$ cat src/rtl/overlap_repulsion_accumulate_defines.svh
// ---------------------------------------------------------------------------
// overlap_repulsion_accumulate assertion macros
// Concurrent check wrappers, empty in synthesis builds.
// ---------------------------------------------------------------------------
`ifndef OVERLAP_REPULSION_ACCUMULATE_DEFINES_SVH
`define OVERLAP_REPULSION_ACCUMULATE_DEFINES_SVH

`ifndef SYNTHESIS
`define ORC_ASSERT(lbl, clk, rst_n, prop) \
    lbl: assert property (@(posedge clk) disable iff (!rst_n) (prop)) \
        else $error("check failed");
`define ORC_ASSERT_NEXT(lbl, clk, rst_n, ante, cons) \
    lbl: assert property (@(posedge clk) disable iff (!rst_n) (ante) |=> (cons)) \
        else $error("check failed");
`else
`define ORC_ASSERT(lbl, clk, rst_n, prop)
`define ORC_ASSERT_NEXT(lbl, clk, rst_n, ante, cons)
`endif

`endif

$ cat src/rtl/orc_pkg.sv
// ---------------------------------------------------------------------------
// orc_pkg
// Widths, constants and the queue entry type of the overlap accumulator.
// ---------------------------------------------------------------------------
`default_nettype none

package orc_pkg;

    localparam int POS_W      = 24;
    localparam int RAD_W      = 20;
    localparam int ACC_W      = 32;
    localparam int DELTA_W    = POS_W + 1;
    localparam int RS_W       = RAD_W + 1;
    localparam int SQ_W       = 2 * POS_W;
    localparam int SSUM_W     = SQ_W + 2;
    localparam int S_W        = 2 * RS_W;
    localparam int ROOT_W     = RS_W;
    localparam int SQREM_W    = ROOT_W + 2;
    localparam int QUOT_W     = ROOT_W + 1;
    localparam int DIV_W      = ROOT_W + 1;
    localparam int PROD_W     = POS_W + RS_W;
    localparam int NUM_W      = PROD_W + 1;
    localparam int CONTRIB_W  = QUOT_W + 1;
    localparam int CNT_W      = 5;
    localparam int FIFO_DEPTH = 4;
    localparam int APB_ADDR_W = 4;
    localparam int APB_DATA_W = 32;

    localparam logic [APB_ADDR_W-3:0] REG_OWN_X      = 2'd0;
    localparam logic [APB_ADDR_W-3:0] REG_OWN_Y      = 2'd1;
    localparam logic [APB_ADDR_W-3:0] REG_OWN_Z      = 2'd2;
    localparam logic [APB_ADDR_W-3:0] REG_OWN_RADIUS = 2'd3;

    localparam logic signed [ACC_W-1:0] ACC_MAX = {1'b0, {(ACC_W-1){1'b1}}};
    localparam logic signed [ACC_W-1:0] ACC_MIN = {1'b1, {(ACC_W-1){1'b0}}};

    typedef struct packed {
        logic signed [DELTA_W-1:0] dx;
        logic signed [DELTA_W-1:0] dy;
        logic signed [DELTA_W-1:0] dz;
        logic [S_W-1:0]            s;
        logic [RS_W-1:0]           rs;
        logic                      hit;
        logic                      last;
    } orc_entry_t;

    function automatic logic [POS_W-1:0] orc_mag(input logic signed [DELTA_W-1:0] v);
        logic [DELTA_W-1:0] a;
        a = v[DELTA_W-1] ? (~v + 1'b1) : v;
        return a[POS_W-1:0];
    endfunction

endpackage

`default_nettype wire

$ cat src/rtl/orc_fifo.sv
// ---------------------------------------------------------------------------
// orc_fifo
// Short queue of classified neighbor entries between front and back end.
// ---------------------------------------------------------------------------
`default_nettype none
`include "overlap_repulsion_accumulate_defines.svh"

module orc_fifo #(
    parameter int DEPTH = orc_pkg::FIFO_DEPTH
) (
    input  wire                               clk,
    input  wire                               rst_n,
    input  wire                               push,
    input  orc_pkg::orc_entry_t               push_entry,
    input  wire                               pop,
    output orc_pkg::orc_entry_t               head,
    output logic                              empty,
    output logic [$clog2(DEPTH+1)-1:0]        level
);
    import orc_pkg::*;

    localparam int PW = $clog2(DEPTH);
    localparam int LW = $clog2(DEPTH + 1);

    orc_entry_t     mem [DEPTH];
    logic [PW-1:0]  wr_ptr_reg, wr_ptr_next;
    logic [PW-1:0]  rd_ptr_reg, rd_ptr_next;
    logic [LW-1:0]  level_reg, level_next;

    always_comb
    begin
        wr_ptr_next = wr_ptr_reg;
        rd_ptr_next = rd_ptr_reg;
        level_next  = level_reg;
        if (push)
        begin
            wr_ptr_next = (wr_ptr_reg == PW'(DEPTH-1)) ? '0 : wr_ptr_reg + 1'b1;
        end
        if (pop)
        begin
            rd_ptr_next = (rd_ptr_reg == PW'(DEPTH-1)) ? '0 : rd_ptr_reg + 1'b1;
        end
        if (push && !pop)
        begin
            level_next = level_reg + 1'b1;
        end
        else if (pop && !push)
        begin
            level_next = level_reg - 1'b1;
        end
    end

    always_ff @(posedge clk or negedge rst_n)
    begin
        if (!rst_n)
        begin
            wr_ptr_reg <= '0;
            rd_ptr_reg <= '0;
            level_reg  <= '0;
        end
        else
        begin
            wr_ptr_reg <= wr_ptr_next;
            rd_ptr_reg <= rd_ptr_next;
            level_reg  <= level_next;
        end
    end

    always_ff @(posedge clk)
    begin
        if (push)
        begin
            mem[wr_ptr_reg] <= push_entry;
        end
    end

    assign head  = mem[rd_ptr_reg];
    assign empty = (level_reg == '0);
    assign level = level_reg;

    `ORC_ASSERT(a_no_overflow, clk, rst_n, !(push && !pop && level_reg == LW'(DEPTH)))
    `ORC_ASSERT(a_no_underflow, clk, rst_n, !(pop && level_reg == '0))

endmodule

`default_nettype wire

$ cat config.mk
export PLATFORM = sky130hd
export DESIGN_NAME = orc_fifo
export DESIGN_NICKNAME = d
export VERILOG_FILES = /design/src/rtl/orc_pkg.sv /design/src/rtl/orc_fifo.sv
export VERILOG_INCLUDE_DIRS = /design/src /design/src/rtl
export SDC_FILE = /design/constraint.sdc
export NUM_CORES = 1
export LEC_CHECK = 0
export BUFFER_PORTS_ARGS = -buffer_cell sky130_fd_sc_hd__buf_2
export CAP_MARGIN = 20
export CORE_MARGIN = 2
export CORE_UTILIZATION = 57
export CTS_BUF_LIST = sky130_fd_sc_hd__clkbuf_8 sky130_fd_sc_hd__clkbuf_16
export CTS_CLUSTER_DIAMETER = 100
export DETAILED_ROUTE_END_ITERATION = 7
export GPL_TIMING_DRIVEN = 0
export PLACE_DENSITY_LB_ADDON = 0.3
export SYNTH_ARGS = -nofsm -noshare
export SYNTH_HDL_FRONTEND = slang
export SYNTH_SLANG_ARGS = --single-unit
$ cat constraint.sdc
create_clock -name clk -period 4.9 [get_ports clk]
set_input_delay 0.245 -clock clk [delete_from_list [all_inputs] [get_ports clk]]
set_output_delay 0.245 -clock clk [all_outputs]
set_load 0.05 [all_outputs]
=== Word-level counts from Yosys, hierarchy flattened ===
Memories as Yosys holds them, arrays and structs flattened.
Cells that the tools add are included.

* Input bits: 144
* Memory bits (writable): 560
* Output and inout port bits: 144
* Word-level logic and storage cells: 22
* Memories: 1
* Register bits: 7

* Add/subtract/negate cells: 4
* Equal/unequal tests: 2
* Reduce and logical (&&, ||, !) cells: 6
* Muxes and demuxes: 6

{| class="wikitable"
|+ Memory list
! name !! words !! width !! read ports !! clocked after memory_dff !! wr ports !! RTL line !! RTL
|-
| mem || 4 || 140 || 1 || 0 || 1 || orc_fifo.sv:25 || <nowiki>orc_entry_t mem [DEPTH];</nowiki>
|}

{| class="wikitable"
|+ Operators with widths
! operator !! number
|-
| $mux 3 || 2
|-
| $add 2x1->2 const B || 2
|-
| $eq 2x2->1 const B || 2
|-
| $mux 2 || 2
|-
| $add 3x1->3 const B || 1
|-
| $logic_not 3->1 || 1
|-
| $sub 3x1->3 const B || 1
|-
| $logic_and 1x1->1 || 2
|-
| $logic_not 1->1 || 2
|-
| $mux 1 || 2
|-
| $reduce_bool 2->1 || 1
|}

=== Depth between registers and ports, before layout ===
* Depth in word-level cells: 4
* Mapped depth: 7
* Depth with buffers taken out: 7

=== Least setup slack after synthesis ===
OpenSTA, ideal clock, no wires.

* Path kind: reg2reg
* Start point: reg wr_ptr_reg[0]
* End point: mem mem[2][0] (netlist bit) (enable)
* Stages on the path, launching flop included: 4
* Library setup time: 516 ps
* Clock period less this slack: 4345 ps
* Path buffers: 0
* Setup slack: 555 ps
* Arrival: 3830 ps
* Data required time: 4384 ps
* Cell sequence: dfrtp_1 inv_1 ha_1 and2_1

{| class="wikitable"
|+ RTL lines
! item !! RTL line !! RTL
|-
| start: declaration || orc_fifo.sv:26 || <nowiki>logic [PW-1:0] wr_ptr_reg, wr_ptr_next;</nowiki>
|-
| start signal: assignment || orc_fifo.sv:63 || <nowiki>wr_ptr_reg <= wr_ptr_next;</nowiki>
|-
| end: declaration || orc_fifo.sv:25 ||
|}

No word-level cell before the write port.

==> metrics.txt <==
Slew @ Worst Pin 0.742 ns; post-route cell area around 0.026 sq mm; DIE AREA 0.0377 sq mm; TritonCTS Buffers 53; RePlAce Congestion ~0.7; Buf+Inv Stages, Crit Path 4; H-tree depth 2; Synth Area in Compound Gates less than 1%; cell repeated most along the worst path buf_2; Worst-Skew Late Latency slightly below 0.6 ns; status completed; Seq/Total Area, Yosys between 80 and 90%; critical path type register to output pin; Initial Util between 50% and 60%; remaining antenna violation count 0; Synth Instances about 770; Synth Cell Area just over 0.02 sq mm; final setup skew 0.0128 ns; max_slew headroom between 50 and 60%; Leak 9.12 nW; post-CTS setup repair buffer count 0; pin count of the biggest net entering global routing 58; power per cell area 658 mW/mm^2; total track usage around 23%; Setup crit start kind register; vias in the first global route 10,700; CP Capture Type output pin; count leader, synth edfxtp_1; main area contributors after synthesis edfxtp_1 (82%), mux4_2 (15%), dfrtp_1 (0.85%); Synthesized Nets 919; post-placement setup slack approximately 2.8 ns; layout cells sized above 1 42.1%; DRC 0; EDFF count, synth 560; deepest clock path buffer count 3; Yosys reg bits 567; worst setup margin roughly 2.2 ns; Req. time, crit path about 4.7 ns; via count 9,966; Reg-to-Reg End mem[3][83]; area post-placement ~0.023 sq mm; Max Cap Viol 0; largest family of logic cells by synthesized area multiplexers; fin crit period roughly 2.7 ns; DR pass1 iterations 6; CTS Root Cell clkbuf_16; worst hold path type input pin to async pin; CP max FO 10; fraction of the mapped netlist area in simple logic gates 0.237%; mux cell area share after synthesis between 10% and 20%; number of DRC markers in iteration 0 651; setup TNS 0 ns; crit path max-delay cell type mux4_2; initial antenna violation count 2; Ys Warns 0; # port buffers 287; DR vias/cell between 5 and 6; Fillers ~2,000; CTS tree yes; dpl hpwl approximately 24,000 um; WL per Instance approximately 24 um; Power Total between 15 and 20 mW; max incr delay on CP 0.37 ns; FFs w/ async S/R, synth around 1.2%; xor-xnor portion of the synthesized cell area less than 1%; core area approximately 0.036 sq mm; Slew Viols, Final 0; nets roughly 1,400; adder-cell share of the synthesized area 0.462%; worst reg-to-reg setup slack 2.78 ns; Final Non-Filler Cells around 1,800; IO Pins approximately 290; endpoints failing hold 0; DP Cell Count approximately 1,500; fin util about 73%; CP arrival roughly 2.4 ns; Peak supply drop approximately 0.84 mV; Syn-to-layout area delta 26.6%; CTS Sinks between 500 and 600; critical path, cell by cell buf_2 > buf_2 > buf_2 > mux4_2 > buf_2; top cell type's share of synthesized area around four fifths; max reg flops 560; CTS clk-pin slew, worst paths 0.06 ns; row count 69; fin crit share a little over half; FF-to-FF path depth 4; total gr overflow 0; worst reg2reg path startpoint wr_ptr_reg[0]; synth cell count leaders edfxtp_1 (560), mux4_2 (140), buf_2 (17); synth unique cells 17; Yosys top cell by area edfxtp_1; DIE WIDTH 194 um; Die Y slightly below 200 um; RSZ-0062 raised after global routing false; max frequency between 300 and 400 MHz; WHS roughly 0.046 ns; Detailed Route WL roughly 42,000 um; first-pass GRT wire length ~64,000 um; Worst path top cell family by delay buffers and inverters; commonest register cell after synthesis edfxtp_1; mean area per synthesized cell approximately 27 sq um; # setup viols final 0
-- cell type report --
cell class / instances / area, sq um / share of cell area, %
multi-input combinational: 165 / 3380 / 13.0
clock buffer: 58 / 1420 / 5.44
tap: 461 / 577 / 2.21
antenna: 2 / 5.00 / 0.0192
inverter: 4 / 15.0 / 0.0576
timing repair buffer: 440 / 3130 / 12.0
clock inverter: 41 / 345 / 1.32
buffer: 32 / 216 / 0.830
sequential: 567 / 17000 / 65.2
-- kinds of logic (layout without fill, tap and decap cells) --
group,Yosys count,count (layout)
buffers and inverters,36,575
adder cells (fa/ha/maj),7,7
AND/OR/NAND/NOR,10,10
AO/OA/AOI/OAI,2,2
multiplexers,143,143
XOR/XNOR,3,3
flip-flops,567,567
other,0,2
-- routing by layer --
| layer | up-vias | share of wire (%) | global-route usage, % | wire length, um |
|---|---|---|---|---|
| met5 | - | 0 | 0 | 0 |
| li1 | 4331 | - | - | - |
| met1 | 5143 | 39 | 30.4 | 16300 |
| met2 | 428 | 50 | 37.3 | 21100 |
| met3 | 64 | 8.4 | 6.70 | 3510 |
| met4 | 0 | 2.1 | 5.89 | 873 |
-- layout by cell type, fill, tap and decap left out, types with 4 or more instances in the layout --
cell type and count:
and2_4 4, buf_16 8, buf_2 304, buf_6 10, bufinv_16 6, clkbuf_1 5, clkbuf_16 55, clkinv_1 7
clkinv_2 10, dfrtp_1 7, dlygate4sd3_1 143, edfxtp_1 560, ha_1 6, inv_1 17, mux4_2 140
-- timing repair --
action,in CTS,in global routing
resized for setup,0,0
hold buffers,143,0
endpoints found under the hold margin,571,0
setup endpoints to repair,0,0
-- report_power, final --
| group | switching, mW | internal (mW) |
|---|---|---|
| Combinational | 4.62 | 2.04 |
| Sequential | 0.190 | 6.21 |
| Clock | 1.70 | 2.39 |
| Total | 6.51 | 10.6 |
-- worst max path at each step --
stage	from	end	slack (ns)	depth (start not counted)
detailed placement	rd_ptr_reg[1]	head[119]	2.77	5
global route	rd_ptr_reg[1]	head[119]	2.08	5
global placement	wr_ptr_reg[0]	mem[2][105]	-1.97	3
finish	rd_ptr_reg[1]	head[119]	2.22	5
floorplan	wr_ptr_reg[0]	mem[2][0]	0.55	3
CTS	rd_ptr_reg[1]	head[122]	2.12	5
No activity file was read; power rests on OpenSTA's default activity.
