### src/rtl/overlap_repulsion_accumulate_defines.svh
// ---------------------------------------------------------------------------
// overlap_repulsion_accumulate assertion macros
// Concurrent check wrappers, empty in synthesis builds.
// ---------------------------------------------------------------------------
`ifndef OVERLAP_REPULSION_ACCUMULATE_DEFINES_SVH
`define OVERLAP_REPULSION_ACCUMULATE_DEFINES_SVH

`ifndef SYNTHESIS
`define ORC_ASSERT(lbl, clk, rst_n, prop) \
    lbl: assert property (@(posedge clk) disable iff (!rst_n) (prop)) \
        else $error("check failed");
`define ORC_ASSERT_NEXT(lbl, clk, rst_n, ante, cons) \
    lbl: assert property (@(posedge clk) disable iff (!rst_n) (ante) |=> (cons)) \
        else $error("check failed");
`else
`define ORC_ASSERT(lbl, clk, rst_n, prop)
`define ORC_ASSERT_NEXT(lbl, clk, rst_n, ante, cons)
`endif

`endif

### src/rtl/orc_pkg.sv
// ---------------------------------------------------------------------------
// orc_pkg
// Widths, constants and the queue entry type of the overlap accumulator.
// ---------------------------------------------------------------------------
`default_nettype none

package orc_pkg;

    localparam int POS_W      = 24;
    localparam int RAD_W      = 20;
    localparam int ACC_W      = 32;
    localparam int DELTA_W    = POS_W + 1;
    localparam int RS_W       = RAD_W + 1;
    localparam int SQ_W       = 2 * POS_W;
    localparam int SSUM_W     = SQ_W + 2;
    localparam int S_W        = 2 * RS_W;
    localparam int ROOT_W     = RS_W;
    localparam int SQREM_W    = ROOT_W + 2;
    localparam int QUOT_W     = ROOT_W + 1;
    localparam int DIV_W      = ROOT_W + 1;
    localparam int PROD_W     = POS_W + RS_W;
    localparam int NUM_W      = PROD_W + 1;
    localparam int CONTRIB_W  = QUOT_W + 1;
    localparam int CNT_W      = 5;
    localparam int FIFO_DEPTH = 4;
    localparam int APB_ADDR_W = 4;
    localparam int APB_DATA_W = 32;

    localparam logic [APB_ADDR_W-3:0] REG_OWN_X      = 2'd0;
    localparam logic [APB_ADDR_W-3:0] REG_OWN_Y      = 2'd1;
    localparam logic [APB_ADDR_W-3:0] REG_OWN_Z      = 2'd2;
    localparam logic [APB_ADDR_W-3:0] REG_OWN_RADIUS = 2'd3;

    localparam logic signed [ACC_W-1:0] ACC_MAX = {1'b0, {(ACC_W-1){1'b1}}};
    localparam logic signed [ACC_W-1:0] ACC_MIN = {1'b1, {(ACC_W-1){1'b0}}};

    typedef struct packed {
        logic signed [DELTA_W-1:0] dx;
        logic signed [DELTA_W-1:0] dy;
        logic signed [DELTA_W-1:0] dz;
        logic [S_W-1:0]            s;
        logic [RS_W-1:0]           rs;
        logic                      hit;
        logic                      last;
    } orc_entry_t;

    function automatic logic [POS_W-1:0] orc_mag(input logic signed [DELTA_W-1:0] v);
        logic [DELTA_W-1:0] a;
        a = v[DELTA_W-1] ? (~v + 1'b1) : v;
        return a[POS_W-1:0];
    endfunction

endpackage

`default_nettype wire

### src/rtl/orc_front.sv
// ---------------------------------------------------------------------------
// orc_front
// Takes neighbor transfers, squares the offsets and flags overlapping pairs.
// ---------------------------------------------------------------------------
`default_nettype none

module orc_front #(
    parameter int DEPTH = orc_pkg::FIFO_DEPTH
) (
    input  wire                               clk,
    input  wire                               rst_n,
    input  wire  [orc_pkg::POS_W-1:0]         own_x,
    input  wire  [orc_pkg::POS_W-1:0]         own_y,
    input  wire  [orc_pkg::POS_W-1:0]         own_z,
    input  wire  [orc_pkg::RAD_W-1:0]         own_radius,
    input  wire                               in_valid,
    output logic                              in_stall,
    input  wire  [orc_pkg::POS_W-1:0]         nbr_x,
    input  wire  [orc_pkg::POS_W-1:0]         nbr_y,
    input  wire  [orc_pkg::POS_W-1:0]         nbr_z,
    input  wire  [orc_pkg::RAD_W-1:0]         nbr_radius,
    input  wire                               skip_entry,
    input  wire                               last_entry,
    input  wire  [$clog2(DEPTH+1)-1:0]        fifo_level,
    output logic                              push,
    output orc_pkg::orc_entry_t               push_entry
);
    import orc_pkg::*;

    localparam int LW = $clog2(DEPTH + 1);

    logic                      v1_reg, v2_reg;
    logic signed [DELTA_W-1:0] dx1_reg, dy1_reg, dz1_reg;
    logic signed [DELTA_W-1:0] dx2_reg, dy2_reg, dz2_reg;
    logic [RS_W-1:0]           rs1_reg, rs2_reg;
    logic                      skip1_reg, skip2_reg, last1_reg, last2_reg;
    logic [SQ_W-1:0]           sqx_reg, sqy_reg, sqz_reg;
    logic [S_W-1:0]            rsq_reg;
    logic [LW:0]               used;
    logic                      accept;
    logic [SSUM_W-1:0]         ssum;

    // credit check: everything in flight must fit in the queue
    assign used     = {1'b0, fifo_level} + (LW+1)'(v1_reg) + (LW+1)'(v2_reg);
    assign in_stall = (used >= (LW+1)'(DEPTH));
    assign accept   = in_valid && !in_stall;

    always_ff @(posedge clk or negedge rst_n)
    begin
        if (!rst_n)
        begin
            v1_reg <= 1'b0;
            v2_reg <= 1'b0;
        end
        else
        begin
            v1_reg <= accept;
            v2_reg <= v1_reg;
        end
    end

    always_ff @(posedge clk)
    begin
        if (accept)
        begin
            dx1_reg   <= $signed({1'b0, own_x}) - $signed({1'b0, nbr_x});
            dy1_reg   <= $signed({1'b0, own_y}) - $signed({1'b0, nbr_y});
            dz1_reg   <= $signed({1'b0, own_z}) - $signed({1'b0, nbr_z});
            rs1_reg   <= {1'b0, own_radius} + {1'b0, nbr_radius};
            skip1_reg <= skip_entry;
            last1_reg <= last_entry;
        end
        if (v1_reg)
        begin
            sqx_reg   <= orc_mag(dx1_reg) * orc_mag(dx1_reg);
            sqy_reg   <= orc_mag(dy1_reg) * orc_mag(dy1_reg);
            sqz_reg   <= orc_mag(dz1_reg) * orc_mag(dz1_reg);
            rsq_reg   <= rs1_reg * rs1_reg;
            dx2_reg   <= dx1_reg;
            dy2_reg   <= dy1_reg;
            dz2_reg   <= dz1_reg;
            rs2_reg   <= rs1_reg;
            skip2_reg <= skip1_reg;
            last2_reg <= last1_reg;
        end
    end

    assign ssum = SSUM_W'(sqx_reg) + SSUM_W'(sqy_reg) + SSUM_W'(sqz_reg);

    always_comb
    begin
        push            = v2_reg;
        push_entry.dx   = dx2_reg;
        push_entry.dy   = dy2_reg;
        push_entry.dz   = dz2_reg;
        push_entry.s    = ssum[S_W-1:0];
        push_entry.rs   = rs2_reg;
        push_entry.hit  = !skip2_reg && (ssum != '0) && (ssum < SSUM_W'(rsq_reg));
        push_entry.last = last2_reg;
    end

endmodule

`default_nettype wire

### config.mk
export PLATFORM = sky130hd
export DESIGN_NAME = orc_front
export DESIGN_NICKNAME = d
export VERILOG_FILES = /design/src/rtl/overlap_repulsion_accumulate_defines.svh /design/src/rtl/orc_pkg.sv /design/src/rtl/orc_front.sv
export SDC_FILE = /design/constraint.sdc
export NUM_CORES = 2
export LEC_CHECK = 0
export ABC_AREA = 1
export BUFFER_PORTS_ARGS = -buffer_cell sky130_fd_sc_hd__buf_2
export CELL_PAD_IN_SITES_DETAIL_PLACEMENT = 0
export CELL_PAD_IN_SITES_GLOBAL_PLACEMENT = 2
export CORE_MARGIN = 3
export CORE_UTILIZATION = 37
export DETAILED_ROUTE_END_ITERATION = 8
export PLACE_DENSITY_LB_ADDON = 0.1
export RECOVER_POWER = 25
export SKIP_LAST_GASP = 1
export SLEW_MARGIN = 20
export SYNTH_ARGS = -nofsm -noshare
export SYNTH_HDL_FRONTEND = slang
export SYNTH_SLANG_ARGS = --single-unit
### constraint.sdc
create_clock -name clk -period 9.41 [get_ports clk]
set_input_delay 0.941 -clock clk [delete_from_list [all_inputs] [get_ports clk]]
set_output_delay 0.941 -clock clk [all_outputs]
set_load 0.01 [all_outputs]
[After elaboration in Yosys (flattened, before gate mapping)]
Cells that the tools add are included.
Word-level totals
  flip-flop bits (word level): 384
  word-level logic and storage cells: 47
  output and inout port bits: 142
Operators by class
  reduce and logical (&&, ||, !) cells: 6
  muxes and demuxes: 3
  order comparisons: 2
  bitwise gates (word level): 3
  $add $sub $neg: 11
  multiply operators: 4
Operator list (number)
  $mul A24 B24 Y48: 3
  $sub A24 B24 Y25: 3
  $add A24 B1 Y24 const B: 3
  $mux W24: 3
  $not A24 Y24: 3
  $add A49 B48 Y50: 1
  $lt A50 B42 Y1: 1
  $reduce_bool A50 Y1: 1
  $add A48 B48 Y49: 1
  $mul A21 B21 Y42: 1
  $add A20 B20 Y21: 1
  $add A3 B1 Y4: 1
  $add A4 B1 Y4: 1
  $ge A4 B3 Y1 const B: 1
  $logic_and A1 B1 Y1: 3
  $logic_not A1 Y1: 2

[Longest topological paths before layout]
  depth in word-level cells: 5
  gate-level depth with buffers: 43
  mapped depth without buffers: 41

[Least setup slack after synthesis]
No wires, ideal clock.
  path type: reg2reg
  start: reg v1_reg
  end: reg v1_reg
  arrival: 8680 ps
  period minus slack after synthesis: 9240 ps
  setup slack: 170 ps
  buffers on the path: 0
  stages on the path, launching flop included: 4
  cell sequence: dfrtp_1 > a21oi_1 > o21bai_1 > nor2_1
On the way
  word-level cells in the longest chain between the ends: 5
Ends and longest elaborated chain
  from (decl): line orc_front.sv:32  | logic v1_reg, v2_reg;
  from (signal assigned): line orc_front.sv:57  | v1_reg <= accept;
  $add A3 B1 Y4: line orc_front.sv:44  | assign used = {1'b0, fifo_level} + (LW+1)'(v1_reg) + (LW+1)'(v2_reg);
  $add A4 B1 Y4: line orc_front.sv:44
  $ge A4 B3 Y1: line orc_front.sv:45  | assign in_stall = (used >= (LW+1)'(DEPTH));
  net in_stall: line orc_front.sv:17  | output logic in_stall,
  $logic_not A1 Y1: line orc_front.sv:46  | assign accept = in_valid && !in_stall;
  $logic_and A1 B1 Y1: line orc_front.sv:46
  net accept: line orc_front.sv:40  | logic accept;
The timed path passes the listed nets, and every way through them passes these cells.
A chain may end at the register's enable or synchronous reset.

[Worst setup path after layout]
  start: reg dy1_reg[0]
  end: reg sqy_reg[46] (data pin)
On the way
  word-level cells in the longest chain between the ends: 4
Ends and longest elaborated chain
  from (decl): line orc_front.sv:33  | logic signed [DELTA_W-1:0] dx1_reg, dy1_reg, dz1_reg;
  from (signal assigned): line orc_front.sv:67  | dy1_reg <= $signed({1'b0, own_y}) - $signed({1'b0, nbr_y});
  $not A24 Y24: line orc_pkg.sv:49  | a = v[DELTA_W-1] ? (~v + 1'b1) : v;
  $add A24 B1 Y24: line orc_pkg.sv:49
  $mux W24 (*): line orc_pkg.sv:49
  $mul A24 B24 Y48 (*): line orc_front.sv:76  | sqy_reg <= orc_mag(dy1_reg) * orc_mag(dy1_reg);
  to (signal assigned): line orc_front.sv:76
  to (decl): line orc_front.sv:37  | logic [SQ_W-1:0] sqx_reg, sqy_reg, sqz_reg;
Mark *: on every way between the ends. The rest lies on a longest branch, timed or not.

==> impl_metrics.toml <==
[drt]
wl_per_cell_um = 19.6
wirelength_um = 258000
drt_iter0_drc = 3136
routed_via_density = 4.75
drtPass1Iterations = 5
vias = 62439
antenna_left = 0
drc = 0

[cells_and_area]
final_nets = 12764
fillers = 23272
finalInstanceArea_um2 = 92100
multi_input_area_um2 = 61600
final_util = 0.407
register_area_um2 = 11300
area_growth_pct = 8.83
layout-drive-gt1-share = 0.0662

[yosys]
seq_area_frac_synth = 0.133
synthCells = 9754
async_reset_ff_frac = 0.00532
synth_most_common_cell = "inv_1"
ys_top_cells_by_area = "fa_1, edfxtp_1, inv_1"
synth_top_flop_cell = "edfxtp_1"
synth-seq-cells = 376
ys_types = 70
ys.warnings.count = 0
synth_top_area_frac = 0.386
synth_top_cell_by_area = "fa_1"
synth_edf_count = 374
synth.avg_cell_area_um2 = 8.68
netlist_area_um2 = 84600
synth_common_cells = "inv_1, fa_1, nand2_1"

[timing]
max_freq_mhz = 113
hold_viol_final = 0
finalWorstSetupSlack_ps = 593
period_needed_ps = 8820
setup_viol = 0
rsz0062_at_grt = "no"
finalMaxSlewViolations = 307
skew_ps = 20.8
period_share = 0.937
finalSetupTns_ps = 0
slew_headroom = -3.15
worst_pin_slew_ps = 6220

[die]
rows = 174
ioPinCount = 334
fp.dieH_um = 484
initial_utilization = 0.374
die_x_um = 484
core_area_um2 = 226000
die_area_um2 = 235000

[setup_path]
slowest_delay_ps = 570
path_depth = 31
critPathSlowestCell = "fa_1"
critPathTopFamily = "adder cells"
crit_fanout = 8
end_kind = "flop"
critical_path_class = "reg2reg"
reg2regPathDepth = 31
crit_top_cell = "fa_1"
cp-start-kind = "flop"
crit_required_ps = 9850
crit_arrival_ps = 9260
crit_buf_inv = 7

[global_route]
gr-usage-met1 = 0.311
met3_usage = 0.0212
grt_max_degree = 109
grt_overflow = 0
grt_usage = 0.225
grt_pass1_wl_um = 408000
grt_util_met2 = 0.387
grt_pass1_vias = 68650
busiest_layer = "met2"
antenna_found_initial = 5

[clock_network]
ctsResizeCount = 0
clock_latency_ps = 680
cts-root-buf = "clkbuf_16"
post_cts_buffers = 0
clk_path_buf_depth = 3
h-tree-depth = 2
cts_sinks = 376
numCtsBuffers = 53
clkTransAtPathRegs_ps = 80
tritoncts = "done"
postCtsHoldBufs = 1

[placement]
portBuffers = 333
placed_cell_area_um2 = 90200
gp_congestion = 0.879
place_ws_ps = 644
dp_hpwl_um = 220000

[run_status]
status = "finished, violations left"
violations = "max-capacitance violations, max-slew violations"

[job]
maxCapViolCount = 9

[hold_path]
hp-class = "in2reg"
holdPathStages = 1
[area by class of cell]
type                       count  share of cell area
multi-input combinational   6282               0.668
sequential                   376               0.122
inverter                    2922               0.119
tap                         2992              0.0406
timing repair buffer         468              0.0284
clock buffer                  62              0.0151
clock inverter                36             0.00583
antenna                        3           0.0000815
[cells in the final DEF (no fill, tap or decap), types with 70 or more instances in the layout]
cell type,netlist,final
xnor2_1,104,104
xor2_1,201,201
inv_1,2868,2868
nand2_1,1446,1446
nor2_1,812,812
nand3_1,157,157
fa_1,1631,1631
o21ai_0,210,212
a31oi_1,70,70
ha_1,838,838
a21oi_1,390,390
edfxtp_1,374,374
buf_4,12,114
buf_2,32,330
[through the flow]
| step | instances | hold slack, ps |
|---|---|---|
| after floorplan | 9755 | 400 |
| after global placement | 13037 | 419 |
| after detailed placement | 13037 | 408 |
| after CTS | 13136 | 360 |
| after global routing | 13139 | 396 |
| final | 13141 | 439 |
[cells by family (layout without fill, tap and decap cells)]
family / count (synthesis) / after routing / share of synthesized area
buffers and inverters: 3097 / 3488 / 0.139
and+or+nand+nor: 2654 / 2654 / 0.129
adders and majority gates: 2469 / 2469 / 0.510
AOI/OAI and AO/OA: 844 / 844 / 0.0559
DFF: 376 / 376 / 0.133
xor gates and xnor gates: 312 / 312 / 0.0331
other: 2 / 6 / 0.0000887
[worst reg2reg max path: cells and delay by family, from the launching register on]
family,cells,cell delay (ps)
DFF,1,360
buffers and inverters,7,1270
AOI/OAI and AO/OA,8,1460
xor gates and xnor gates,1,150
and+or+nand+nor,6,1130
adders and majority gates,9,4220
[per-layer routing]
| layer | routed length (µm) | up-vias | share of wire |
|---|---|---|---|
| met5 | 0 | - | 0 |
| met4 | 4450 | 0 | 0.017 |
| met3 | 8850 | 174 | 0.034 |
| met2 | 127000 | 974 | 0.49 |
| met1 | 118000 | 31596 | 0.46 |
| li1 | - | 29695 | - |
[final timing paths]
kind                            start           to  slack (ps)
setup / recovery           dy1_reg[0]  sqy_reg[46]         590
hold / removal             skip_entry    skip1_reg         440
setup reg to reg           dy1_reg[0]  sqy_reg[46]         590
hold reg to reg             last1_reg    last2_reg         440
max in group asynchronous       rst_n         push        8690
min in group asynchronous       rst_n       v1_reg         590
Power is not shown: default switching activity piles up to over one toggle a cycle in this logic, so the estimate is an artifact.
