==> src/rtl/overlap_repulsion_accumulate_defines.svh <==
// ---------------------------------------------------------------------------
// overlap_repulsion_accumulate assertion macros
// Concurrent check wrappers, empty in synthesis builds.
// ---------------------------------------------------------------------------
`ifndef OVERLAP_REPULSION_ACCUMULATE_DEFINES_SVH
`define OVERLAP_REPULSION_ACCUMULATE_DEFINES_SVH

`ifndef SYNTHESIS
`define ORC_ASSERT(lbl, clk, rst_n, prop) \
    lbl: assert property (@(posedge clk) disable iff (!rst_n) (prop)) \
        else $error("check failed");
`define ORC_ASSERT_NEXT(lbl, clk, rst_n, ante, cons) \
    lbl: assert property (@(posedge clk) disable iff (!rst_n) (ante) |=> (cons)) \
        else $error("check failed");
`else
`define ORC_ASSERT(lbl, clk, rst_n, prop)
`define ORC_ASSERT_NEXT(lbl, clk, rst_n, ante, cons)
`endif

`endif

==> src/rtl/orc_pkg.sv <==
// ---------------------------------------------------------------------------
// orc_pkg
// Widths, constants and the queue entry type of the overlap accumulator.
// ---------------------------------------------------------------------------
`default_nettype none

package orc_pkg;

    localparam int POS_W      = 24;
    localparam int RAD_W      = 20;
    localparam int ACC_W      = 32;
    localparam int DELTA_W    = POS_W + 1;
    localparam int RS_W       = RAD_W + 1;
    localparam int SQ_W       = 2 * POS_W;
    localparam int SSUM_W     = SQ_W + 2;
    localparam int S_W        = 2 * RS_W;
    localparam int ROOT_W     = RS_W;
    localparam int SQREM_W    = ROOT_W + 2;
    localparam int QUOT_W     = ROOT_W + 1;
    localparam int DIV_W      = ROOT_W + 1;
    localparam int PROD_W     = POS_W + RS_W;
    localparam int NUM_W      = PROD_W + 1;
    localparam int CONTRIB_W  = QUOT_W + 1;
    localparam int CNT_W      = 5;
    localparam int FIFO_DEPTH = 4;
    localparam int APB_ADDR_W = 4;
    localparam int APB_DATA_W = 32;

    localparam logic [APB_ADDR_W-3:0] REG_OWN_X      = 2'd0;
    localparam logic [APB_ADDR_W-3:0] REG_OWN_Y      = 2'd1;
    localparam logic [APB_ADDR_W-3:0] REG_OWN_Z      = 2'd2;
    localparam logic [APB_ADDR_W-3:0] REG_OWN_RADIUS = 2'd3;

    localparam logic signed [ACC_W-1:0] ACC_MAX = {1'b0, {(ACC_W-1){1'b1}}};
    localparam logic signed [ACC_W-1:0] ACC_MIN = {1'b1, {(ACC_W-1){1'b0}}};

    typedef struct packed {
        logic signed [DELTA_W-1:0] dx;
        logic signed [DELTA_W-1:0] dy;
        logic signed [DELTA_W-1:0] dz;
        logic [S_W-1:0]            s;
        logic [RS_W-1:0]           rs;
        logic                      hit;
        logic                      last;
    } orc_entry_t;

    function automatic logic [POS_W-1:0] orc_mag(input logic signed [DELTA_W-1:0] v);
        logic [DELTA_W-1:0] a;
        a = v[DELTA_W-1] ? (~v + 1'b1) : v;
        return a[POS_W-1:0];
    endfunction

endpackage

`default_nettype wire

==> src/rtl/orc_back.sv <==
// ---------------------------------------------------------------------------
// orc_back
// Square root, scaling divide and saturating accumulation per entry.
// ---------------------------------------------------------------------------
`default_nettype none
`include "overlap_repulsion_accumulate_defines.svh"

module orc_back (
    input  wire                               clk,
    input  wire                               rst_n,
    input  orc_pkg::orc_entry_t               head,
    input  wire                               empty,
    output logic                              pop,
    output logic                              out_valid,
    input  wire                               out_stall,
    output logic signed [orc_pkg::ACC_W-1:0]  push_x,
    output logic signed [orc_pkg::ACC_W-1:0]  push_y,
    output logic signed [orc_pkg::ACC_W-1:0]  push_z
);
    import orc_pkg::*;

    typedef enum logic [4:0] {
        ST_IDLE = 5'b00001,
        ST_SQRT = 5'b00010,
        ST_MUL  = 5'b00100,
        ST_DIV  = 5'b01000,
        ST_ACC  = 5'b10000
    } back_state_t;

    back_state_t               state_reg, state_next;
    orc_entry_t                ent_reg;
    logic [S_W-1:0]            s_sh_reg;
    logic [SQREM_W-1:0]        sq_rem_reg;
    logic [ROOT_W-1:0]         root_reg;
    logic [CNT_W-1:0]          cnt_reg;
    logic [DIV_W-1:0]          drem_reg [3];
    logic [QUOT_W-1:0]         quo_reg  [3];
    logic signed [ACC_W-1:0]   sum_reg  [3];
    logic signed [ACC_W-1:0]   sum_new  [3];
    logic                      out_valid_reg;
    logic signed [ACC_W-1:0]   out_reg  [3];

    logic [SQREM_W+1:0]        sq_shift;
    logic [SQREM_W+1:0]        sq_trial;
    logic                      sq_take;
    logic [RS_W-1:0]           ov;
    logic [DIV_W-1:0]          dvsr;
    logic signed [DELTA_W-1:0] delta [3];
    logic [NUM_W-1:0]          num   [3];
    logic [DIV_W:0]            dshift [3];
    logic                      dtake  [3];
    logic signed [CONTRIB_W-1:0] contrib [3];
    logic signed [ACC_W:0]     wide  [3];
    logic                      out_free;
    logic                      acc_done;

    assign delta[0] = ent_reg.dx;
    assign delta[1] = ent_reg.dy;
    assign delta[2] = ent_reg.dz;

    // one result bit per cycle, two radicand bits brought down each step
    assign sq_shift = {sq_rem_reg, s_sh_reg[S_W-1 -: 2]};
    assign sq_trial = (SQREM_W+2)'({root_reg, 2'b01});
    assign sq_take  = (sq_shift >= sq_trial);

    assign ov   = ent_reg.rs - root_reg;
    assign dvsr = {root_reg, 1'b0};

    always_comb
    begin
        for (int k = 0; k < 3; k++)
        begin
            num[k]    = NUM_W'(orc_mag(delta[k])) * NUM_W'(ov) + NUM_W'(root_reg);
            dshift[k] = {drem_reg[k], quo_reg[k][QUOT_W-1]};
            dtake[k]  = (dshift[k] >= {1'b0, dvsr});
            contrib[k] = '0;
            if (ent_reg.hit)
            begin
                contrib[k] = delta[k][DELTA_W-1] ? -$signed({1'b0, quo_reg[k]})
                                                 : $signed({1'b0, quo_reg[k]});
            end
            wide[k] = {sum_reg[k][ACC_W-1], sum_reg[k]} + (ACC_W+1)'(contrib[k]);
            if (wide[k][ACC_W] != wide[k][ACC_W-1])
            begin
                sum_new[k] = wide[k][ACC_W] ? ACC_MIN : ACC_MAX;
            end
            else
            begin
                sum_new[k] = wide[k][ACC_W-1:0];
            end
        end
    end

    assign out_free = !out_valid_reg || !out_stall;
    assign acc_done = (state_reg == ST_ACC) && (!ent_reg.last || out_free);
    assign pop      = (state_reg == ST_IDLE) && !empty;

    always_comb
    begin
        state_next = state_reg;
        case (state_reg)
            ST_IDLE:
            begin
                if (!empty)
                begin
                    state_next = head.hit ? ST_SQRT : ST_ACC;
                end
            end
            ST_SQRT:
            begin
                if (cnt_reg == CNT_W'(ROOT_W-1))
                begin
                    state_next = ST_MUL;
                end
            end
            ST_MUL:
            begin
                state_next = ST_DIV;
            end
            ST_DIV:
            begin
                if (cnt_reg == CNT_W'(QUOT_W-1))
                begin
                    state_next = ST_ACC;
                end
            end
            ST_ACC:
            begin
                if (acc_done)
                begin
                    state_next = ST_IDLE;
                end
            end
            default:
            begin
                state_next = ST_IDLE;
            end
        endcase
    end

    always_ff @(posedge clk or negedge rst_n)
    begin
        if (!rst_n)
        begin
            state_reg     <= ST_IDLE;
            out_valid_reg <= 1'b0;
            for (int k = 0; k < 3; k++)
            begin
                sum_reg[k] <= '0;
            end
        end
        else
        begin
            state_reg <= state_next;
            if (out_free)
            begin
                out_valid_reg <= 1'b0;
            end
            if (acc_done)
            begin
                for (int k = 0; k < 3; k++)
                begin
                    sum_reg[k] <= ent_reg.last ? '0 : sum_new[k];
                end
                if (ent_reg.last)
                begin
                    out_valid_reg <= 1'b1;
                end
            end
        end
    end

    always_ff @(posedge clk)
    begin
        if (pop)
        begin
            ent_reg    <= head;
            s_sh_reg   <= head.s;
            sq_rem_reg <= '0;
            root_reg   <= '0;
            cnt_reg    <= '0;
        end
        case (state_reg)
            ST_SQRT:
            begin
                s_sh_reg   <= {s_sh_reg[S_W-3:0], 2'b00};
                sq_rem_reg <= sq_take ? SQREM_W'(sq_shift - sq_trial)
                                      : SQREM_W'(sq_shift);
                root_reg   <= {root_reg[ROOT_W-2:0], sq_take};
                cnt_reg    <= cnt_reg + 1'b1;
            end
            ST_MUL:
            begin
                cnt_reg <= '0;
                // quotient fits QUOT_W bits, so the upper part is below the divisor
                for (int k = 0; k < 3; k++)
                begin
                    drem_reg[k] <= num[k][QUOT_W +: DIV_W];
                    quo_reg[k]  <= num[k][QUOT_W-1:0];
                end
            end
            ST_DIV:
            begin
                cnt_reg <= cnt_reg + 1'b1;
                for (int k = 0; k < 3; k++)
                begin
                    drem_reg[k] <= dtake[k] ? DIV_W'(dshift[k] - {1'b0, dvsr})
                                            : DIV_W'(dshift[k]);
                    quo_reg[k]  <= {quo_reg[k][QUOT_W-2:0], dtake[k]};
                end
            end
            default:
            begin
            end
        endcase
        if (acc_done && ent_reg.last)
        begin
            for (int k = 0; k < 3; k++)
            begin
                out_reg[k] <= sum_new[k];
            end
        end
    end

    assign out_valid = out_valid_reg;
    assign push_x    = out_reg[0];
    assign push_y    = out_reg[1];
    assign push_z    = out_reg[2];

    `ORC_ASSERT_NEXT(a_pop_leaves_idle, clk, rst_n, pop, state_reg != ST_IDLE)
    `ORC_ASSERT(a_root_below_sum, clk, rst_n, !(state_reg == ST_MUL) || (root_reg < ent_reg.rs))
    `ORC_ASSERT(a_no_result_drop, clk, rst_n, !(acc_done && ent_reg.last && out_valid_reg && out_stall))

endmodule

`default_nettype wire

==> config.mk <==
export PLATFORM = sky130hd
export DESIGN_NAME = orc_back
export DESIGN_NICKNAME = d
export VERILOG_FILES = /design/src/rtl/orc_pkg.sv /design/src/rtl/orc_back.sv
export VERILOG_INCLUDE_DIRS = /design/src /design/src/rtl
export SDC_FILE = /design/constraint.sdc
export NUM_CORES = 2
export LEC_CHECK = 0
export BUFFER_PORTS_ARGS = -buffer_cell sky130_fd_sc_hd__buf_2
export CELL_PAD_IN_SITES_DETAIL_PLACEMENT = 1
export CELL_PAD_IN_SITES_GLOBAL_PLACEMENT = 1
export CORE_MARGIN = 2
export CORE_UTILIZATION = 38
export DETAILED_ROUTE_END_ITERATION = 8
export GPL_ROUTABILITY_DRIVEN = 0
export MAX_ROUTING_LAYER = met4
export PLACE_DENSITY_LB_ADDON = 0.1
export SYNTH_ARGS = -nofsm -noshare
export SYNTH_HDL_FRONTEND = slang
export SYNTH_SLANG_ARGS = --single-unit
==> constraint.sdc <==
create_clock -name clk -period 20.8 [get_ports clk]
set_input_delay 2.08 -clock clk [delete_from_list [all_inputs] [get_ports clk]]
set_output_delay 2.08 -clock clk [all_outputs]
set_load 0.02 [all_outputs]
# Yosys cells after proc, flatten, opt, wreduce, memory -nomap -nowiden
# Memories as Yosys holds them, arrays and structs flattened.
# Index checks and enable logic that the tools add are counted.
[totals]
inputBits = 144
reg_bits = 291
mem_count = 3
out_inout_bits = 98
ram_bits = 228
[op_classes]
n_addsub = 18
n_eq_ne = 14
n_mux = 51
n_reduce_logical = 13
bitwise = 9
multipliers = 3
magnitude_cmp = 4
[memory_table]
columns = ["name", "depth", "width", "read_ports", "rd_clocked_by_memory_dff", "write_ports", "line_no", "source"]
rows = [
  ["out_reg", 3, 32, 3, 0, 3, "orc_back.sv:41", "logic signed [ACC_W-1:0] out_reg [3];"],
  ["drem_reg", 3, 22, 3, 0, 3, "orc_back.sv:36", "logic [DIV_W-1:0] drem_reg [3];"],
  ["quo_reg", 3, 22, 3, 0, 3, "orc_back.sv:37", "logic [QUOT_W-1:0] quo_reg [3];"],
]
[ops]
columns = ["op", "n"]
rows = [
  ["32-bit two-way mux", 9],
  ["23-bit two-way mux", 9],
  ["22-bit two-way mux", 9],
  ["44-bit by 21-bit adder with 44-bit output", 3],
  ["24-bit by 21-bit multiplier with 44-bit output", 3],
  ["32-bit by 23-bit adder with 33-bit output", 3],
  ["42-bit two-way mux", 2],
  ["24-bit by 1-bit adder with 24-bit output (second input constant)", 3],
  ["24-bit two-way mux", 3],
  ["24-bit inverter", 3],
  ["23-bit by 22-bit >= comparator with 1-bit output", 3],
  ["22-bit negator with 23-bit output", 3],
  ["22-bit subtractor", 3],
  ["21-bit two-way mux", 2],
  ["5-bit two-way mux", 6],
  ["25-bit by 23-bit >= comparator with 1-bit output", 1],
  ["5-bit one-hot mux with 5 select lines", 1],
  ["23-bit subtractor", 1],
  ["21-bit subtractor", 1],
  ["5-bit equality test (second input constant)", 3],
  ["5-bit one-hot mux with 2 select lines", 1],
  ["1-bit two-way mux", 9],
  ["2-bit inequality test (second input constant)", 4],
  ["1-bit bitwise OR", 6],
  ["other kinds (13)", 21],
]

# Logic depth before layout (Yosys ltp)
# An unclocked memory read counts as a cell.
[depth]
ltp_word = 8
ltp_mapped = 39
depth_no_buf = 37

# Worst setup path before layout
# Ideal clock, no wire load.
[synth_timing]
kind = "reg-to-reg"
from = "reg root_reg[1]"
to = "mem drem_reg[0][62] (netlist name), data pin"
arrival_time_ns = 9.064
setup_time_ns = 0.264
slack_ns = 11.472
stages_incl_launch_ff = 35
period_less_slack_ns = 9.328
required_time_ns = 20.536
n_path_buf = 1
cell_sequence = "edfxtp_1 inv_1 ha_1 nor2b_1 o21a_1 o21ai_0 a21oi_1 o211ai_1 nand3b_1 a21o_1 a21o_1 xor2_1 clkbuf_1 nand2_1 fa_1 inv_1 fa_1 fa_1 fa_1 inv_1 fa_1 fa_1 fa_1 inv_1 ha_1 a2111oi_0 o21ai_0 a31oi_1 o21bai_1 a31oi_1 o31ai_1 a211o_1 a221o_1 a41oi_1 nand3_1"
[synth_rtl]
columns = ["item", "line_no", "source"]
rows = [
  ["start, declared", "orc_back.sv:34", "logic [ROOT_W-1:0] root_reg;"],
  ["start signal, assigned", "orc_back.sv:189", "root_reg <= {root_reg[ROOT_W-2:0], sq_take};"],
  ["end, declared", "orc_back.sv:36", ""],
]

==> run summary <==
Status: finished, final reports clean
Root Driver: clkbuf_16
Area contributors post-synth: fa_1, edfxtp_1, ha_1
Top cell type's share of synthesized area: 31.46%
First-pass GRT wire length: 439200 µm
Core area: 0.2176 mm²
Synthesis Warnings: 0
Final Skew: 0.04048 ns
Die width: 472.2 µm
Clk slew on worst S/H paths: 0.07 ns
Worst slew margin: 12.92%
Hold_buf cts: 0
Post-layout min period: 11.84 ns
Post_cts resized: 0
Syn Std Cell Area: 0.08330 mm²
Fin. max-slew vios: 0
Final setup viols: 0
Reg2reg start: root_reg[1]
CTS tree: yes
Area post-placement: 0.08846 mm²
Layout Area Growth over Synthesis: 9.125%
CP Max Fanout: 50
Largest area contributor in the netlist: fa_1
Net Count, Synth: 11305
Maximum clock rate: 84.49 MHz
Crit. End Element: flop
Max Cap Viol: 0
Pre-CTS worst setup slack: 9.121 ns
Row Count: 171
Endpoints failing hold: 0
Avg Cell Area, Syn: 9.084 µm²
Worst reg-to-reg path cell count: 34
Max stage delay on crit path: 0.75 ns
Layout net count: 11390
HP Class: flop to flop
TNS Setup: 0 ns
Critical path startpoint: root_reg[1]
Post-DP HPWL: 219200 µm
H-tree depth: 3
Slowest-stage cell, CP: edfxtp_1
Fin worst setup slack: 8.964 ns
Die area: 0.2230 mm²
Fill cells: 25053
Hold WS: 0.4660 ns
Mean routed wirelength per cell: 23.46 µm
Die height: 472.2 µm
Tcrit/Tclk final: 56.90%
DR vias/cell: 5.343
Yosys cell types: 99
Number of buffers created by CTS: 72
Crit Reg-Reg Endpoint: drem_reg[0][64]
CP arrival: 12.27 ns
#FFs+latches synth: 519
Top FF cell, synth: edfxtp_1
Share of layout cells above drive strength 1: 6.936%
Detail Route Antenna Nets: 0
Vias: 65073
Total iterations of the first detailed-routing run: 5
Largest net degree at the start of global routing: 152
1st-iter DRT viols: 3677
Total congestion overflow: 0
CTS sink cnt: 519
Setup crit end: drem_reg[0][64]
CP required: 21.23 ns
Tot GR Track Use: 26.58%
Most Frequent Cell on Critical Path: fa_1
I/O pin count: 242
Cells after synthesis: 9170
Skew-Pair Late Insertion Delay: 0.74 ns
R2r setup slk: 8.96 ns
Vias in the first global route: 71063
Post-synth ARST share: 19.65%
Post-synth EDFFs: 415
RSZ-0062 raised after global routing: no
# Post-CTS Setup Buffers: 0
Final instance area: 0.09090 mm²
Slew of the pin with the lowest slew margin: 1.297 ns
PortBufs: 241
Register area share after synthesis: 18.07%
Initial antenna violation count: 17
CP Class: flop to flop
Launching element type of the critical path: flop
Max clock buf depth: 3
Starting Density: 38.28%
Post-Route WL: 285600 µm
DRC: 0
routing by layer:
layer  GRT usage [%]  vias up  part of all wire, %
met2           42.94     1357                   47
met3           2.983      342                  4.5
met1           35.13    33971                   45
met4           8.061        0                  3.4
met5               -        -                    0
li1                -    29403                    -
cell families after synthesis:
family,synth area share [%]
AOI/OAI and AO/OA,10.87
and+or+nand+nor,14.63
buffers and inverters,9.183
muxes,0.6173
adders and majority gates,41.89
DFF,18.07
xor gates and xnor gates,4.731
worst max-delay path, delay by kind of cell (launching register included):
kind | cells | cell delay [ns]
xor+xnor | 1 | 0.50
flops | 1 | 0.75
fa+ha+maj | 9 | 4.19
simple gates | 5 | 0.79
buf+inv | 5 | 1.34
compound gates | 14 | 3.80
stage by stage:
| step | instances | util (%) |
|---|---|---|
| 2_1_floorplan | 9170 | - |
| 3_3_place_gp | 12035 | 40.66 |
| 3_5_place_dp | 12035 | 40.66 |
| 4_1_cts | 12168 | 41.77 |
| 5_1_grt | 12175 | 41.77 |
| 6_report | 12178 | 41.78 |
final cells by class:
type / count / area, µm² / share of cell area, %
diodes: 10 / 25.02 / 0.02753
clock buffers: 87 / 1858 / 2.044
clock inverters: 46 / 558.0 / 0.6139
inverters: 1632 / 6131 / 6.744
multi-input cells: 6627 / 61260 / 67.38
flip-flops and latches: 519 / 15060 / 16.56
well taps: 2854 / 3571 / 3.928
repair buffers: 403 / 2450 / 2.695
synthesized netlist by cell type (all sizes together), types with 13 or more instances:
cell,count
a41oi,13
nor2b,60
o31ai,47
nand2b,129
a21o,153
nand3,74
buf,26
or2,20
and3,49
o211ai,48
fa,1309
or4,14
xnor2,286
a22o,62
nor3,60
edfxtp,415
o221ai,21
a221o,14
a211oi,49
o31a,15
xor2,161
a21oi,322
nor4,20
o21ai,349
nand4,27
ha,682
and2,244
clkbuf,366
nand2,1401
maj3,16
o21a,61
nor2,569
dfrtp,101
mux2i,39
a21boi,21
or3,38
o21bai,35
o41ai,19
inv,1629
a31oi,41
placed cells by master (no fill, tap or decap), types with 16 or more instances in the layout:
cell       instances
and3_1            49
nor4_1            19
or3_1             37
a22o_1            62
inv_1           1628
o211ai_1          46
o221ai_1          21
o31ai_1           46
xnor2_1          248
nand2b_1         127
edfxtp_1         415
nor3_1            60
xor2_1           144
nand3_1           74
a21boi_0          20
or2_2             20
ha_1             681
fa_1            1308
dfrtp_1          101
nor2b_1           59
o21a_1            60
buf_4            161
o21ai_0          339
clkbuf_16         72
a211oi_1          49
a21o_1           153
and2_1           244
o41ai_1           19
nor2_1           560
nand4_1           27
maj3_1            16
buf_2            240
a21oi_1          320
nand2_1         1399
mux2i_1           39
xnor2_2           32
o21bai_1          35
a31oi_1           41
worst min path at each step:
stage | from | cells past startpoint | to
detailed placement | s_sh_reg[0] | 2 | s_sh_reg[0]
global placement | s_sh_reg[1] | 2 | s_sh_reg[1]
floorplan | s_sh_reg[0] | 2 | s_sh_reg[0]
global route | s_sh_reg[1] | 2 | s_sh_reg[1]
finish | s_sh_reg[1] | 2 | s_sh_reg[1]
CTS | s_sh_reg[0] | 2 | s_sh_reg[0]
Power is not shown: default switching activity piles up to over one toggle a cycle in this logic, so the estimate is an artifact.
